## config.mk

```make
export PLATFORM = sky130hd
export DESIGN_NAME = round_robin_thread_queue
export DESIGN_NICKNAME = d
export VERILOG_FILES = /design/src/sv/rrtq_pkg.sv /design/src/sv/rrtq_cell.sv /design/src/sv/round_robin_thread_queue.sv
export SDC_FILE = /design/constraint.sdc
export NUM_CORES = 1
export LEC_CHECK = 0
export BUFFER_PORTS_ARGS = -buffer_cell sky130_fd_sc_hd__buf_2
export CORE_MARGIN = 5
export CORE_UTILIZATION = 40
export DETAILED_ROUTE_END_ITERATION = 16
export PLACE_DENSITY = 0.55
export SLEW_MARGIN = 20
export SYNTH_ARGS = -nofsm -noshare
export SYNTH_HDL_FRONTEND = slang
export SYNTH_SLANG_ARGS = --single-unit
```

## constraint.sdc

```tcl
create_clock -name i_clk -period 8.4 [get_ports i_clk]
set_input_delay 0.42 -clock i_clk [delete_from_list [all_inputs] [get_ports i_clk]]
set_output_delay 0.42 -clock i_clk [all_outputs]
set_load 0.05 [all_outputs]
```

## src/sv/rrtq_pkg.sv

```systemverilog
// ---------------------------------------------------------------------------
// rrtq_pkg
// Shared types and constants of the round-robin thread queue: operation and
// result codes, the command that steers the row of queue cells, FSM states.
// ---------------------------------------------------------------------------
package rrtq_pkg;

    localparam int MAX_THREADS_DEF = 16;
    localparam int PID_BITS_DEF    = 8;

    // Fixed widths of the word fields.
    localparam int OP_W    = 3;
    localparam int PID_W   = 8;
    localparam int RC_W    = 3;
    localparam int LEFT_W  = 5;

    typedef enum logic [OP_W-1:0] {
        OP_CREATE   = 3'd0,
        OP_SCHEDULE = 3'd1,
        OP_EXIT     = 3'd2,
        OP_KILL     = 3'd3,
        OP_REAP     = 3'd4,
        OP_TICK     = 3'd5
    } t_op;

    typedef enum logic [RC_W-1:0] {
        RC_OK         = 3'd0,
        RC_EMPTY      = 3'd1,
        RC_CLEARED    = 3'd2,
        RC_FULL       = 3'd3,
        RC_NONE_READY = 3'd4
    } t_rc;

    typedef enum logic [2:0] {
        CMD_HOLD,
        CMD_SHIFT,
        CMD_CREATE,
        CMD_KILL,
        CMD_HEAD_DEAD
    } t_cell_cmd;

    // Broadcast control to every cell of the row.
    typedef struct packed {
        t_cell_cmd        cmd;
        logic             insert;   // on a shift, load the tail cell from the insert bus
        logic [PID_W-1:0] target;   // pid to match on a kill
    } t_cell_ctl;

    typedef enum logic [1:0] {
        ST_IDLE,
        ST_REAP,
        ST_SCHED,
        ST_ROT
    } t_state;

endpackage

```

## src/sv/rrtq_cell.sv

```systemverilog
// ---------------------------------------------------------------------------
// rrtq_cell
// One queue position: holds a pid and a dead mark, shifts toward the head,
// loads from the insert bus at the tail and matches pids on a kill.
// ---------------------------------------------------------------------------
module rrtq_cell #(
    parameter int MAX_THREADS = rrtq_pkg::MAX_THREADS_DEF,
    parameter int PID_BITS    = rrtq_pkg::PID_BITS_DEF,
    parameter int IDX         = 0
) (
    input  logic                           i_clk,
    input  logic                           i_rst_n,
    input  rrtq_pkg::t_cell_ctl            i_ctl,
    input  logic [$clog2(MAX_THREADS)-1:0] i_tail_idx,
    input  logic [PID_BITS-1:0]            i_ins_pid,
    input  logic                           i_ins_dead,
    input  logic [PID_BITS-1:0]            i_nb_pid,
    input  logic                           i_nb_dead,
    output logic [PID_BITS-1:0]            o_pid,
    output logic                           o_dead
);

    localparam int IDX_W = $clog2(MAX_THREADS);
    localparam int CMP_W = (PID_BITS > rrtq_pkg::PID_W) ? PID_BITS : rrtq_pkg::PID_W;

    logic [PID_BITS-1:0] r_pid, n_pid;
    logic                r_dead, n_dead;
    logic                w_hit;
    logic                w_match;

    assign w_hit   = (i_tail_idx == IDX_W'(IDX));
    assign w_match = (CMP_W'(r_pid) == CMP_W'(i_ctl.target));

    always_comb begin
        n_pid  = r_pid;
        n_dead = r_dead;
        case (i_ctl.cmd)
            rrtq_pkg::CMD_SHIFT: begin
                if (i_ctl.insert && w_hit) begin
                    n_pid  = i_ins_pid;
                    n_dead = i_ins_dead;
                end else begin
                    n_pid  = i_nb_pid;
                    n_dead = i_nb_dead;
                end
            end
            rrtq_pkg::CMD_CREATE: begin
                if (w_hit) begin
                    n_pid  = i_ins_pid;
                    n_dead = 1'b0;
                end
            end
            rrtq_pkg::CMD_KILL: begin
                if (w_match) begin
                    n_dead = 1'b1;
                end
            end
            rrtq_pkg::CMD_HEAD_DEAD: begin
                if (IDX == 0) begin
                    n_dead = 1'b1;
                end
            end
            default: begin
            end
        endcase
    end

    always_ff @(posedge i_clk) begin
        if (!i_rst_n) begin
            r_dead <= 1'b0;
        end else begin
            r_dead <= n_dead;
        end
    end

    always_ff @(posedge i_clk) begin
        r_pid <= n_pid;
    end

    assign o_pid  = r_pid;
    assign o_dead = r_dead;

endmodule

```

## src/sv/round_robin_thread_queue.sv

```systemverilog
// ---------------------------------------------------------------------------
// round_robin_thread_queue
// Round-robin run queue kept as a row of cells, cell 0 being the head.
// ---------------------------------------------------------------------------
// Create, kill, empty reap and unused codes strobe in the cycle after
// accept; schedule/exit run the schedule state, then r rotations (r <=
// entries); reap does one step per entry; tick does reap, then schedule.
// Each rotation and reap step is one shift of the cell row per cycle.
// busy is low in the strobe cycle, so the next word may start there.
// Reset (sync, active low) empties the queue and zeroes the pid counter.
module round_robin_thread_queue #(
    parameter int MAX_THREADS = rrtq_pkg::MAX_THREADS_DEF,
    parameter int PID_BITS    = rrtq_pkg::PID_BITS_DEF
) (
    input  logic                        i_clk,
    input  logic                        i_rst_n,
    input  logic                        start,
    output logic                        busy,
    input  logic [rrtq_pkg::OP_W-1:0]   i_operation,
    input  logic [rrtq_pkg::PID_W-1:0]  i_target_pid,
    output logic                        o_strobe,
    output logic [rrtq_pkg::RC_W-1:0]   o_result_code,
    output logic [rrtq_pkg::PID_W-1:0]  o_pid_out,
    output logic [rrtq_pkg::LEFT_W-1:0] o_entries_left
);

    localparam int IDX_W   = $clog2(MAX_THREADS);
    localparam int CNT_W   = $clog2(MAX_THREADS + 1);
    localparam int PEXT_W  = (PID_BITS > rrtq_pkg::PID_W) ? PID_BITS : rrtq_pkg::PID_W;
    localparam int CEXT_W  = (CNT_W > rrtq_pkg::LEFT_W) ? CNT_W : rrtq_pkg::LEFT_W;

    // Trim or widen a queue pid to the word's pid field.
    function automatic logic [rrtq_pkg::PID_W-1:0] pid_to_word(input logic [PID_BITS-1:0] p);
        logic [PEXT_W-1:0] ext;
        ext = PEXT_W'(p);
        return ext[rrtq_pkg::PID_W-1:0];
    endfunction

    // Cell row.
    logic [PID_BITS-1:0] w_pid  [MAX_THREADS];
    logic                w_dead [MAX_THREADS];

    rrtq_pkg::t_cell_ctl w_ctl;
    logic [IDX_W-1:0]    w_tail_idx;
    logic [PID_BITS-1:0] w_ins_pid;
    logic                w_ins_dead;

    // Control state.
    rrtq_pkg::t_state    r_state, n_state;
    logic [CNT_W-1:0]    r_count, n_count;
    logic [PID_BITS-1:0] r_next_pid, n_next_pid;
    logic [CNT_W-1:0]    r_left, n_left;          // steps still to go in a pass
    logic                r_first, n_first;        // first reap step keeps the head
    logic                r_then_sched, n_then_sched;

    // Result word.
    logic                         r_strobe, n_strobe;
    rrtq_pkg::t_rc                r_code, n_code;
    logic [rrtq_pkg::PID_W-1:0]   r_pid_out, n_pid_out;

    logic [CNT_W-1:0]  w_count_m1;
    logic [CEXT_W-1:0] w_count_ext;
    logic              w_drop;

    assign w_count_m1  = r_count - CNT_W'(1);
    assign w_count_ext = CEXT_W'(r_count);
    assign w_drop      = w_dead[0] && !r_first;

    genvar gi;
    generate
        for (gi = 0; gi < MAX_THREADS; gi++) begin : g_cell
            // The last cell's neighbor is never taken into a live entry.
            localparam int NB = (gi + 1 < MAX_THREADS) ? gi + 1 : 0;
            rrtq_cell #(
                .MAX_THREADS (MAX_THREADS),
                .PID_BITS    (PID_BITS),
                .IDX         (gi)
            ) u_cell (
                .i_clk      (i_clk),
                .i_rst_n    (i_rst_n),
                .i_ctl      (w_ctl),
                .i_tail_idx (w_tail_idx),
                .i_ins_pid  (w_ins_pid),
                .i_ins_dead (w_ins_dead),
                .i_nb_pid   (w_pid[NB]),
                .i_nb_dead  (w_dead[NB]),
                .o_pid      (w_pid[gi]),
                .o_dead     (w_dead[gi])
            );
        end
    endgenerate

    always_comb begin
        n_state      = r_state;
        n_count      = r_count;
        n_next_pid   = r_next_pid;
        n_left       = r_left;
        n_first      = r_first;
        n_then_sched = r_then_sched;
        n_strobe     = 1'b0;
        n_code       = r_code;
        n_pid_out    = r_pid_out;

        w_ctl.cmd    = rrtq_pkg::CMD_HOLD;
        w_ctl.insert = 1'b0;
        w_ctl.target = i_target_pid;
        // Tail is the last live cell for a shift; create overrides it.
        w_tail_idx   = w_count_m1[IDX_W-1:0];
        w_ins_pid    = w_pid[0];
        w_ins_dead   = w_dead[0];

        case (r_state)
            rrtq_pkg::ST_IDLE: begin
                if (start) begin
                    case (rrtq_pkg::t_op'(i_operation))
                        rrtq_pkg::OP_CREATE: begin
                            n_strobe  = 1'b1;
                            if (r_count == CNT_W'(MAX_THREADS)) begin
                                n_code    = rrtq_pkg::RC_FULL;
                                n_pid_out = '0;
                            end else begin
                                // Append at the first free cell.
                                w_ctl.cmd  = rrtq_pkg::CMD_CREATE;
                                w_tail_idx = r_count[IDX_W-1:0];
                                w_ins_pid  = r_next_pid;
                                n_code     = rrtq_pkg::RC_OK;
                                n_pid_out  = pid_to_word(r_next_pid);
                                n_next_pid = r_next_pid + PID_BITS'(1);
                                n_count    = r_count + CNT_W'(1);
                            end
                        end
                        rrtq_pkg::OP_SCHEDULE: begin
                            n_state = rrtq_pkg::ST_SCHED;
                        end
                        rrtq_pkg::OP_EXIT: begin
                            if (r_count != '0) begin
                                w_ctl.cmd = rrtq_pkg::CMD_HEAD_DEAD;
                            end
                            n_state = rrtq_pkg::ST_SCHED;
                        end
                        rrtq_pkg::OP_KILL: begin
                            n_strobe  = 1'b1;
                            n_pid_out = '0;
                            if (r_count == '0) begin
                                n_code = rrtq_pkg::RC_EMPTY;
                            end else begin
                                // Cells beyond the count are rewritten on create.
                                w_ctl.cmd = rrtq_pkg::CMD_KILL;
                                n_code    = rrtq_pkg::RC_OK;
                            end
                        end
                        rrtq_pkg::OP_REAP, rrtq_pkg::OP_TICK: begin
                            n_then_sched = (rrtq_pkg::t_op'(i_operation) == rrtq_pkg::OP_TICK);
                            if (r_count == '0) begin
                                if (n_then_sched) begin
                                    n_state = rrtq_pkg::ST_SCHED;
                                end else begin
                                    n_strobe  = 1'b1;
                                    n_code    = rrtq_pkg::RC_EMPTY;
                                    n_pid_out = '0;
                                end
                            end else begin
                                n_left  = r_count;
                                n_first = 1'b1;
                                n_state = rrtq_pkg::ST_REAP;
                            end
                        end
                        default: begin
                            n_strobe  = 1'b1;
                            n_code    = rrtq_pkg::RC_OK;
                            n_pid_out = '0;
                        end
                    endcase
                end
            end

            rrtq_pkg::ST_REAP: begin
                // Pop the head; requeue it at the tail unless it is dead and not the first step.
                w_ctl.cmd    = rrtq_pkg::CMD_SHIFT;
                w_ctl.insert = !w_drop;
                if (w_drop) begin
                    n_count = w_count_m1;
                end
                n_first = 1'b0;
                n_left  = r_left - CNT_W'(1);
                if (r_left == CNT_W'(1)) begin
                    if (r_then_sched) begin
                        n_state = rrtq_pkg::ST_SCHED;
                    end else begin
                        n_state   = rrtq_pkg::ST_IDLE;
                        n_strobe  = 1'b1;
                        n_code    = rrtq_pkg::RC_OK;
                        n_pid_out = '0;
                    end
                end
            end

            rrtq_pkg::ST_SCHED: begin
                n_pid_out = '0;
                if (r_count == '0) begin
                    n_state  = rrtq_pkg::ST_IDLE;
                    n_strobe = 1'b1;
                    n_code   = rrtq_pkg::RC_EMPTY;
                end else if (r_count == CNT_W'(1)) begin
                    // A single thread left: empty the queue, restart pids.
                    n_state    = rrtq_pkg::ST_IDLE;
                    n_strobe   = 1'b1;
                    n_code     = rrtq_pkg::RC_CLEARED;
                    n_count    = '0;
                    n_next_pid = '0;
                end else begin
                    n_left  = r_count;
                    n_state = rrtq_pkg::ST_ROT;
                end
            end

            rrtq_pkg::ST_ROT: begin
                // Rotate by one; cell 1 becomes the head.
                w_ctl.cmd    = rrtq_pkg::CMD_SHIFT;
                w_ctl.insert = 1'b1;
                n_left       = r_left - CNT_W'(1);
                if (!w_dead[1]) begin
                    n_state   = rrtq_pkg::ST_IDLE;
                    n_strobe  = 1'b1;
                    n_code    = rrtq_pkg::RC_OK;
                    n_pid_out = pid_to_word(w_pid[1]);
                end else if (r_left == CNT_W'(1)) begin
                    // Full turn done, order is back where it began.
                    n_state   = rrtq_pkg::ST_IDLE;
                    n_strobe  = 1'b1;
                    n_code    = rrtq_pkg::RC_NONE_READY;
                    n_pid_out = '0;
                end
            end

            default: begin
                n_state = rrtq_pkg::ST_IDLE;
            end
        endcase
    end

    always_ff @(posedge i_clk) begin
        if (!i_rst_n) begin
            r_state      <= rrtq_pkg::ST_IDLE;
            r_count      <= '0;
            r_next_pid   <= '0;
            r_left       <= '0;
            r_first      <= 1'b0;
            r_then_sched <= 1'b0;
            r_strobe     <= 1'b0;
        end else begin
            r_state      <= n_state;
            r_count      <= n_count;
            r_next_pid   <= n_next_pid;
            r_left       <= n_left;
            r_first      <= n_first;
            r_then_sched <= n_then_sched;
            r_strobe     <= n_strobe;
        end
    end

    always_ff @(posedge i_clk) begin
        r_code    <= n_code;
        r_pid_out <= n_pid_out;
    end

    // The count register already holds the post-operation value in the strobe cycle.
    assign busy           = (r_state != rrtq_pkg::ST_IDLE);
    assign o_strobe       = r_strobe;
    assign o_result_code  = r_code;
    assign o_pid_out      = r_pid_out;
    assign o_entries_left = w_count_ext[rrtq_pkg::LEFT_W-1:0];

endmodule

```

; Yosys cells after proc, flatten, opt, wreduce, memory -nomap -nowiden
; Cells that the tools add are included.
[totals]
ff_bits = 178
inputBits = 14
word_cells = 410
[op_classes]
addsub = 4
n_eq_ne = 97
n_mux = 194
reduce_logical = 74
[op_table]
columns = op, count
row1 = 8-bit 2-to-1 mux, 49
row2 = 8-bit one-hot mux with 2 select lines, 17
row3 = 8-bit == test, 16
row4 = 2-bit by 1-bit != test with 1-bit output (second input constant), 34
row5 = 1-bit 2-to-1 mux, 60
row6 = 5-bit 2-to-1 mux, 11
row7 = 3-bit AND reduction, 16
row8 = 1-bit one-hot mux with 3 select lines, 15
row9 = 3-bit 2-to-1 mux, 11
row10 = 4-bit == test (second input constant), 8
row11 = 8-bit one-hot mux with 4 select lines, 1
row12 = 2-bit AND reduction, 16
row13 = 5-bit one-hot mux with 3 select lines, 2
row14 = 2-bit 2-to-1 mux, 12
row15 = 3-bit one-hot mux with 4 select lines, 2
row16 = 8-bit one-hot mux with 3 select lines, 1
row17 = 2-bit != test (second input constant), 11
row18 = 1-bit logical AND, 17
row19 = 4-bit by 3-bit == test with 1-bit output (second input constant), 4
row20 = 4-bit 2-to-1 mux, 4
row21 = 7-bit AND reduction, 2
row22 = 3-bit by 2-bit == test with 1-bit output (second input constant), 4
row23 = 3-bit != test (second input constant), 4
row24 = 5-bit by 1-bit == test with 1-bit output (second input constant), 2
row25 = 32 further kinds, 50

; Depth between registers and ports, before layout
; Gate-level depths: netlist of the first run.
[logic_depth]
ltp_word = 9
mapped_depth = 12
depth_no_buf = 8

; Modules after synthesis
; A second synthesis of the first run with hierarchy kept.
[unflattened]
cells_unflattened = 976
area_unflattened_um2 = 11446.0
[by_module_without_submodules]
columns = module, n_inst, cells_per_inst, area_each_um2, seq_area_each_um2
row1 = rrtq_cell at g_cell[10].u_cell ..., 6, 43, 569.3, 260.2
row2 = round_robin_thread_queue, 1, 287, 2462.4, 790.8
row3 = rrtq_cell at g_cell[11].u_cell ..., 4, 44, 560.5, 260.2
row4 = rrtq_cell at g_cell[1].u_cell ..., 4, 42, 549.3, 260.2
row5 = rrtq_cell at g_cell[15].u_cell, 1, 43, 570.5, 260.2
row6 = rrtq_cell at g_cell[0].u_cell, 1, 44, 558.0, 260.2

; Least setup slack after synthesis of the first run
; Ideal clock, no wire load.
[synth_timing]
kind = flip-flop to flip-flop
from = reg r_count[0] (netlist: o_entries_left[0])
to = reg g_cell[13].u_cell.r_pid[0] (enable)
setup_ns = 0.386
arrival_time_ns = 3.396
required_ns = 8.014
path_slack_ns = 4.617
stages_incl_launch_ff = 10
synth_period_minus_slack_ns = 3.783
path_cell_list = dfxtp_1 -> clkbuf_1 -> inv_1 -> ha_1 -> and4bb_1 -> buf_4 -> nor3_4 -> nand3_2 -> clkbuf_1 -> o21ai_0
[synth_via]
elab_chain_len = 8
word_cells_on_any_way = 20
[synth_lines]
columns = element, line_no
row1 = from (decl), round_robin_thread_queue.sv:50  ; logic [CNT_W-1:0] r_count, n_count;
row2 = from (signal assigned), round_robin_thread_queue.sv:253  ; r_count <= n_count;
row3 = 5-bit by 1-bit subtractor with 5-bit output (tied with other cells), round_robin_thread_queue.sv:65  ; assign w_count_m1 = r_count - CNT_W'(1);
row4 = 4-bit 2-to-1 mux (tied with other cells), round_robin_thread_queue.sv:118  ; if (r_count == CNT_W'(MAX_THREADS)) begin
row5 = 4-bit 2-to-1 mux / 3-bit one-hot mux with 3 select lines (equally long branches), round_robin_thread_queue.sv:115  ; case (rrtq_pkg::t_op'(i_operation))
row6 = 4-bit 2-to-1 mux / 3-bit 2-to-1 mux (equally long branches), round_robin_thread_queue.sv:114  ; if (start) begin
row7 = 4-bit 2-to-1 mux / 3-bit one-hot mux with 2 select lines (equally long branches), round_robin_thread_queue.sv:112  ; case (r_state)
row8 = 4-bit == test (tied with other cells), rrtq_cell.sv:31  ; assign w_hit = (i_tail_idx == IDX_W'(IDX));
row9 = 2-bit by 1-bit != test with 1-bit output (no line) / 2-bit nonzero test (equally long branches), n/a
row10 = 2-bit AND reduction (no line) *, n/a
row11 = to (signal assigned), rrtq_cell.sv:77  ; r_pid <= n_pid;
row12 = to (decl), rrtq_cell.sv:26  ; logic [PID_BITS-1:0] r_pid, n_pid;
; Mark *: on every way between the ends. The rest lies on a longest branch, timed or not.
; A chain may end at the register's enable or synchronous reset.

; Worst setup path after layout of the first run
[layout_timing]
from = reg r_count[0] (netlist: o_entries_left[0])
to = reg g_cell[15].u_cell.r_pid[4] (enable)
[layout_via]
elab_chain_len = 8
word_cells_on_any_way = 20
[layout_lines]
columns = element, line_no
row1 = 5-bit by 1-bit subtractor with 5-bit output (tied with other cells), round_robin_thread_queue.sv:65
row2 = 4-bit 2-to-1 mux (tied with other cells), round_robin_thread_queue.sv:118
row3 = 4-bit 2-to-1 mux / 3-bit one-hot mux with 3 select lines (equally long branches), round_robin_thread_queue.sv:115
row4 = 4-bit 2-to-1 mux / 3-bit 2-to-1 mux (equally long branches), round_robin_thread_queue.sv:114
row5 = 4-bit 2-to-1 mux / 3-bit one-hot mux with 2 select lines (equally long branches), round_robin_thread_queue.sv:112
row6 = 4-bit == test (tied with other cells), rrtq_cell.sv:31
row7 = 2-bit by 1-bit != test with 1-bit output (no line) / 2-bit nonzero test (equally long branches), n/a
row8 = 2-bit AND reduction (no line) *, n/a
row9 = to (signal assigned), rrtq_cell.sv:77
row10 = to (decl), rrtq_cell.sv:26
; Marks and branches as above.

==> results summary, run 1 <==
The per-instance average area after synthesis is 11.0 µm². The number of buffers created by CTS came out at 17. 32 I/O pins were placed. The layout filler cell count is 2514. The master cell of the clock root buffer is clkbuf_16. The worst-margin pin slew is roughly 1.1 ns. In the synthesized netlist, the number of instances is around 980.

The total wire length after detailed routing came out at a little over 30000 µm. The clock-pin slew on the worst setup and hold paths came out at around 0.070 ns. The placeable core region is about 27000 µm². The initial antenna violation count came out at 0. The total via count after detailed routing came out at approximately 8000. The total of cells resized after clock tree synthesis is 0.

The sequential power share came out at approximately 38%. In the final timing run, aggregate negative setup slack is 0 ns. The number of max-slew violations in the final report came out at 0.

Based on the critical path, the design can be clocked at up to roughly 210 MHz. The worst setup path is of the reg -> reg kind. Cell internal power was estimated by the tool at around 2.4 mW. Of the total power, combinational logic draws 43.2%. The number of distinct standard cells referenced by the synthesized netlist is 82. The total inserted antenna cells came out at 0. Together, buffers and inverters on the worst path number 1.

The part of the total power dissipated in the clock network is a little under a fifth. The number of hold buffers added after CTS came out at 0. The number of placement rows came out at 60. The number of nets handed over by synthesis was roughly 1000. The detailed placement HPWL is about 21000 µm. Cells fill between 40% and 50% of the core in the end. The die boundary height is around 170 µm. The top-area cell type share of the netlist area came out at approximately 39%. The signal on the critical path passes through inv_1, ha_1, nand4bb_1, nand3_1, nor2_2, nand2_1, o21ai_0. The completed layout was analyzed and its total power is 4.23 mW. The worst path arrival time is approximately 4.9 ns. The via count of the first global-routing pass is 7697. The number of setup buffers added after CTS came out at 0. The worst setup path is launched from a register. Setup repair after global routing left no endpoint under its margin. The combined global-route utilization of all metal layers is about 20%. The worst hold path belongs to the class in -> reg. The instance area after placement came out at approximately 11000 µm².

The finished layout cell area came out at roughly 12000 µm². Using the TritonRoute via totals, the vias-per-cell ratio works out to around 5.8. The maximum number of pins on one net before global-route repair is 26.

The number of hold-slack violations in the final timing report is 0. The area growth from synthesis to layout is 9.33%. The number of buffers inserted by port buffering came out at 31. The number of max-capacitance violations reported came out at 0. For this run, the number of Yosys warnings is 0.

The worst-path cell with the longest stage delay is nor2_2. Along the worst path, the maximum fanout reaches 21. Counting flops and latches in the post-synthesis netlist gives around 180. The maximum root-to-sink buffer count came out at 2. The routed length per instance came out at 22.7 µm.

The max-slew headroom at the worst pin came out at roughly 27%. The number of remaining DRC errors came out at 0. Routability-driven placement finished with a final weighted congestion of around 0.86.

The post-route clock period utilization is between 50% and 60%. The post-synthesis async set-or-reset flop share came out at 0%. The clock tree skew after final layout is between 0.015 and 0.02 ns.

edfxtp_1 takes more of the synthesized area than any other cell. In the final layout, flip-flops and latches occupy about 5000 µm². The switching portion of total power is 42.3%. The areal power density over the cells is 357 nW/µm².

The net load switching power is roughly 1.8 mW. The net count of the finished layout came out at between 1000 and 1500. The sink count of the clock tree came out at 178.

The largest single stage delay on the critical path is 1.02 ns. The clock tree from TritonCTS is done. The minimum period implied by the final worst setup slack came out at between 4 and 5 ns. The length of the first detailed-routing pass in iterations is 6. The initial DRC count came out at around 670.

The post-route netlist has about a quarter of its cells at a drive strength greater than 1. The area taken by multi-input logic gates is 5560 µm². The non-filler instance count after layout is 1337. For the worst-skew pair, the clock arrives at the later sink with an insertion delay of 0.44 ns. The first-pass GRT wire length is 47000 µm.

Sorting the synthesized cells by area gives the leading types as edfxtp_1, mux2_2, xor2_1. The sort of element at the end of the critical path is a register. The placed instance count came out at approximately 1300. Summed over all cells, the static leakage comes to about 4 nW. The sequential cell area fraction in the yosys report came out at roughly 46%. The initial core utilization is 40.4%. Setup violations remaining at the end of the flow were counted as 0. The combined area of all synthesized cells came out at ~11000 µm². The remaining antenna violation count after routing is 0. The total grt overflow is 0. The cell family contributing the most delay on the critical path is simple AND/OR/NAND/NOR gates. The number of levels the H-tree was split into is 4. The commonest register cell after synthesis is edfxtp_1. The die covers slightly above 30000 µm². The run finished with clean final reports. The number of enable-type register cells in the synthesized netlist is ~140. IR analysis of the VDD net gives a maximum drop of between 0.0001 and 0.00015 V.

In this run the horizontal extent of the chip is ~170 µm. The worst endpoint required time came out at about 8.5 ns.
worst reg2reg max path: stages, from the launching register on:
cell and delay, ns:
dfxtp_1 0.64, inv_1 0.23, ha_1 0.32, nand4bb_1 0.27
nand3_1 0.69, nor2_2 1.03, nand2_1 0.31, o21ai_0 0.93
per-stage QoR:
step / hold WS, ns / setup WS (ns)
2_1_floorplan: 0.442 / 4.62
3_3_place_gp: 0.458 / 3.91
3_5_place_dp: 0.471 / 3.64
4_1_cts: 0.321 / 3.65
5_1_grt: 0.360 / 3.24
6_report: 0.341 / 3.60
synthesized netlist by cell type (all sizes together), types with 3 or more instances:
master	instances
nor4	36
a21o	5
buf	19
or2	10
o2111ai	4
a311oi	6
a2111oi	3
nor2	41
inv	14
edfxtp	139
mux2	136
a21oi	37
nor3	16
a22o	8
o311ai	4
or3	5
mux2i	4
o21ai	45
a211o	3
nand4	8
and3	3
o311a	4
nand2b	9
and2	8
a221oi	3
o211ai	9
nand2	87
xor2	127
ha	12
o32ai	5
a31oi	10
nand3	18
nor2b	7
a211oi	12
o22ai	5
dfxtp	39
clkbuf	42
xnor2	8
metal layers:
layer	track usage, %	part of all wire, %	vias to the layer above
met2	31.6	46	261
met1	28.2	47	3834
met4	6.09	2.0	0
met5	0	0	-
li1	-	-	3669
met3	2.86	5.4	44
cells in the final DEF (no fill, tap or decap), types with 5 or more instances in the layout:
cell type / instances
clkbuf_16: 17
ha_1: 12
buf_4: 13
or2_2: 7
nand2_1: 83
xor2_1: 127
buf_2: 31
a31oi_1: 9
mux2_2: 136
o21ai_2: 7
o22ai_1: 5
nor2b_1: 7
a311oi_1: 6
xnor2_1: 8
a21oi_1: 34
inv_1: 14
nand3_1: 17
edfxtp_1: 139
nor3_1: 13
and2_1: 7
o211ai_1: 9
dfxtp_1: 39
o21ai_0: 35
a21o_1: 5
nand2b_1: 9
a211oi_1: 12
a22o_1: 8
nor4_1: 35
nand4_1: 8
nor2_1: 36
or3_1: 5
cell families after synthesis:
group,after synthesis,share of synthesized area [%]
flops,178,45.7
fa+ha+maj,12,1.39
simple gates,256,12.3
mux,140,14.5
xor+xnor,135,10.9
compound gates,183,12.2
buf+inv,77,2.97
layout make-up:
class / count / share of cell area, %
clock buffer: 18 / 3.62
tap: 341 / 3.60
inverter: 16 / 0.507
clock inverter: 14 / 1.36
multi-input combinational: 726 / 46.9
timing repair buffer: 44 / 2.13
sequential: 178 / 41.8
power by group through the flow:
| stage | Sequential, mW | Combinational (mW) | Clock (mW) |
|---|---|---|---|
| after global placement | 1.61 | 1.81 | 0 |
| after CTS | 1.60 | 1.82 | 0.819 |
| after detailed placement | 1.61 | 1.80 | 0 |
| final | 1.60 | 1.83 | 0.802 |
| after floorplan | 1.65 | 1.24 | 0 |
| after global routing | 1.63 | 1.99 | 0.851 |
flip-flops by register name, indices dropped and copies added (netlist names):
name	cells
o_entries_left	5
g_cell.u_cell.o_pid	128
r_then_sched	1
r_first	1
r_state	2
r_left	5
o_strobe	1
r_next_pid	8
o_result_code	3
o_pid_out	8
g_cell.u_cell.o_dead	16
final timing paths:
kind                                                      startpoint  depth (start not counted)                                   end  slack [ns]
worst max-delay path                  o_entries_left[0]$_SDFFE_PN0P_                          7  g_cell[15].u_cell.o_pid[4]$_DFFE_PP_        3.60
worst min-delay path                                  i_operation[0]                          3             r_then_sched$_SDFFE_PN0P_        0.34
worst min register to register  g_cell[5].u_cell.o_dead$_SDFFE_PN0P_                          2  g_cell[5].u_cell.o_dead$_SDFFE_PN0P_        0.48
worst max register to register        o_entries_left[0]$_SDFFE_PN0P_                          7  g_cell[15].u_cell.o_pid[4]$_DFFE_PP_        3.60
Note: power is estimated with default switching activity, not from simulation.
==> run 2, diff against run 1 <==
--- a/config.mk
+++ b/config.mk
@@ -5,6 +5,7 @@
 export SDC_FILE = /design/constraint.sdc
 export NUM_CORES = 1
 export LEC_CHECK = 0
+export ABC_AREA = 1
 export BUFFER_PORTS_ARGS = -buffer_cell sky130_fd_sc_hd__buf_2
 export CORE_MARGIN = 5
 export CORE_UTILIZATION = 40
==> constraint.sdc (replaced) <==
create_clock -name i_clk -period 4.71 [get_ports i_clk]
set_input_delay 0.2355 -clock i_clk [delete_from_list [all_inputs] [get_ports i_clk]]
set_output_delay 0.2355 -clock i_clk [all_outputs]
set_load 0.05 [all_outputs]
==> run 2 against run 1 <==
Compared with the run above:
- cell count is 33% higher
- hold slack worse by 0.23 ns
- largest power group unchanged
- clock-buffer cell count shrank 1
- maximum frequency grew 26%
- clock skew grew 0.00076 ns
==> results summary, run 2 <==
Entering global routing, the biggest net connects 61 pins. Across all hold checks on the routed design, the worst slack comes to around 0.11 ns. The total of cells resized after clock tree synthesis is 0.

The number of max-capacitance violations reported came out at 0. From bottom edge to top edge, the die measures ~180 µm. The top-level port count came out at 32. The area of the die came out at 31500 µm². The sequential power share came out at between 30% and 40%. The initial DRC count came out at roughly 700.

Per report_power, the combinational group accounts for a little over two fifths of the total. The worst endpoint required time is about 4.8 ns. The net count of the mapped netlist is around 1400. The net load switching power is around 3.4 mW. Detailed placement ended at an HPWL of around 21000 µm. The sum of buffers and inverters on the critical path came out at 3.

The fraction of layout instances using a drive strength above 1 came out at between 10% and 20%. The setup TNS is 0 ns. The cell class contributing the biggest share of worst-path delay is simple AND/OR/NAND/NOR gates. The peak supply drop is around 0.00035 V. Setup repair after global routing left no endpoint under its margin. The sum of internal, switching and leakage power came out at around 7.7 mW. The internal power of the cells totals 4.25 mW.

In this run the tightest slew margin relative to its limit is ~25%. The number of setup buffers added after CTS is 0. Walking the worst path, the cells encountered are inv_1, ha_1, nand2_1, nor2_4, nand3_1, inv_1, nand2_4, nor2_8, inv_4, o21ai_0. The most common cell in the netlist is nand2_1.

The number of warnings reported in the yosys synthesis log is 0. The die extent in x is 177 µm. The flow ran to the end, and the final reports show no timing, DRC or antenna violations. In this run the worst hold path is classified as in -> reg.

In the layout the commonest cells are nand2_1, nand3_1, edfxtp_1. Counting flops with a built-in enable in the synthesized netlist gives about 140. The total grt overflow is 0. In this design, the stage delay of the slowest critical-path cell is between 0.9 and 1 ns. The number of hold-slack violations in the final timing report was 0.

The synthesized design devotes to its leading area cell type approximately 37% of total area. The sink count of the clock tree is between 150 and 200. The areal power density over the cells is ~630 nW/µm². The number of placement rows is 61. TritonCTS built the clock tree. The library cell used most frequently in the layout, excluding fill and tap cells, is nand2_1. At the worst endpoint, the arrival time is around 3.9 ns. The combined area of all synthesized cells came out at roughly 11000 µm². The number of remaining DRC errors is 0.

The initial core utilization came out at roughly two fifths. The master cell of the clock root buffer is clkbuf_16. The number of max-slew violations in the final report is 0. The worst setup path is of the reg -> reg kind. The length of the first detailed-routing pass in iterations came out at 5. The number of distinct standard cells referenced by the synthesized netlist is 45. The share of the Yosys chip area taken by registers is between 40 and 50%. The maximum fanout along the worst path is 60. The initial antenna violation count came out at 0. The placeable core region came out at approximately 28000 µm².

The combined global-route utilization of all metal layers is 20.0%. The number of standard cells after synthesis is around 1400. Net switching is between 40 and 50% of the power. The worst register-to-register path has a setup slack of ~0.90 ns.

At the pin with the least slew margin, the transition time is between 1 and 1.5 ns. After clock tree synthesis, the clock-pin slew on the worst setup and hold paths is about 0.08 ns. The number of hold buffers added after CTS came out at 0.

Sorting the synthesized cells by how often they occur yields nand2_1, nand3_1, edfxtp_1. The average via count per standard cell is 5.23. For the worst-skew pair, the clock arrives at the later sink with an insertion delay of 0.45 ns. The part of the total power dissipated in the clock network came out at approximately a fifth. The minimum period implied by the final worst setup slack is 3.81 ns. The total via count after detailed routing is approximately 9300.

STA classifies the critical path startpoint as a register. The finished layout cell area came out at between 10000 and 15000 µm². The final layout contains approximately 1400 nets.

The number of levels the H-tree was split into is 4. The post-synthesis sequential element count came out at 178. In this run the mean area of a mapped cell was just over 8 µm². For this design the static power due to leakage is around 4.9 nW. The total inserted antenna cells is 0. Among all stages on the critical path, the largest delay is contributed by o21ai_0. The worst setup path is captured at a register. During placement, the flow inserted port buffers numbering 31. Ranked by total cell area, the synthesized netlist is headed by edfxtp_1, nand2_1, dfxtp_1. The critical path's most frequent cell is inv_1. The growth of design area from synthesis to finish came out at 9.42%. The first-pass GRT wire length came out at 48600 µm. The worst path uses roughly four fifths of the clock period. Summed over all instances, the cell type with the most area after synthesis is edfxtp_1. Timing would allow up to about 260 MHz. The longest clock path from root to sink contains 2 buffers. The final setup violation count is 0. In the synthesized netlist the dominant register cell turns out to be edfxtp_1. The register with the most flip-flops in the layout has ~130 of them. The routed length per instance is between 15 and 20 µm.

For the final database, setup skew stands at 0.0171 ns. The final weighted congestion of routability-driven global placement came out at roughly 0.86. The via count of the first global-routing pass came out at just under 9000.

The number of buffers created by CTS is 17. The instance area after placement came out at ~12000 µm². The total wire length after detailed routing came out at between 30000 and 40000 µm.

Of all flip-flops after synthesis, the portion carrying an async set or reset was 0%. In this run the remaining antenna-violating nets after routing total 0.
[run 2: worst paths after layout]
path	startpoint	to	depth (start not counted)
hold reg to reg	r_first$_SDFFE_PN0P_	r_first$_SDFFE_PN0P_	1
setup reg to reg	r_state[0]$_SDFFE_PN0P_	g_cell[15].u_cell.o_pid[7]$_DFFE_PP_	10
setup / recovery	r_state[0]$_SDFFE_PN0P_	g_cell[15].u_cell.o_pid[7]$_DFFE_PP_	10
hold / removal	i_operation[0]	r_then_sched$_SDFFE_PN0P_	3
[run 2: area by class of cell]
cell class	count	area (µm²)
repair buffers	45	260
well taps	378	473
clock inverters	15	213
clock buffers	17	425
fillers	2792	15400
flip-flops and latches	178	4950
inverters	135	517
multi-input cells	1008	5420
[run 2: routing by layer]
layer  track usage (%)  wire (µm)  vias to the layer above  share of wire [%]
li1                  -          -                     4601                  -
met1              27.2      14300                     4349                 46
met2              32.6      14300                      271                 46
met3              3.15       1700                       59                5.5
met4              6.93        835                        0                2.7
met5                 0          0                        -                  0
[run 2: tightest hold or removal path, delay by kind of cell]
kind                   cells  cell delay, ns
buffers and inverters      2            0.21
AO/OA/AOI/OAI              1            0.06
[run 2: power groups by stage]
stage / Combinational (mW) / Clock [mW] / Sequential (mW)
6_report: 3.36 / 1.54 / 2.77
5_1_grt: 3.73 / 1.63 / 2.82
4_1_cts: 3.36 / 1.56 / 2.77
3_5_place_dp: 3.34 / 0 / 2.80
3_3_place_gp: 3.33 / 0 / 2.80
2_1_floorplan: 2.45 / 0 / 2.90
[run 2: through the flow]
stage | utilization (%) | std cells | setup WS, ns
after global routing | 44.3 | 1776 | 0.560
after CTS | 44.3 | 1776 | 0.910
final | 44.3 | 1776 | 0.904
after global placement | 42.0 | 1744 | 1.10
after detailed placement | 42.0 | 1744 | 0.961
after floorplan | - | 1382 | 1.57
[run 2: cell families (layout without fill, tap and decap cells)]
group	Yosys count	count (layout)	synth area share, %
XOR/XNOR	97	97	7.58
flip-flops	178	178	44.2
AO/OA/AOI/OAI	161	161	8.30
buffers and inverters	196	212	7.70
adder cells (fa/ha/maj)	12	12	1.34
AND/OR/NAND/NOR	738	738	30.9
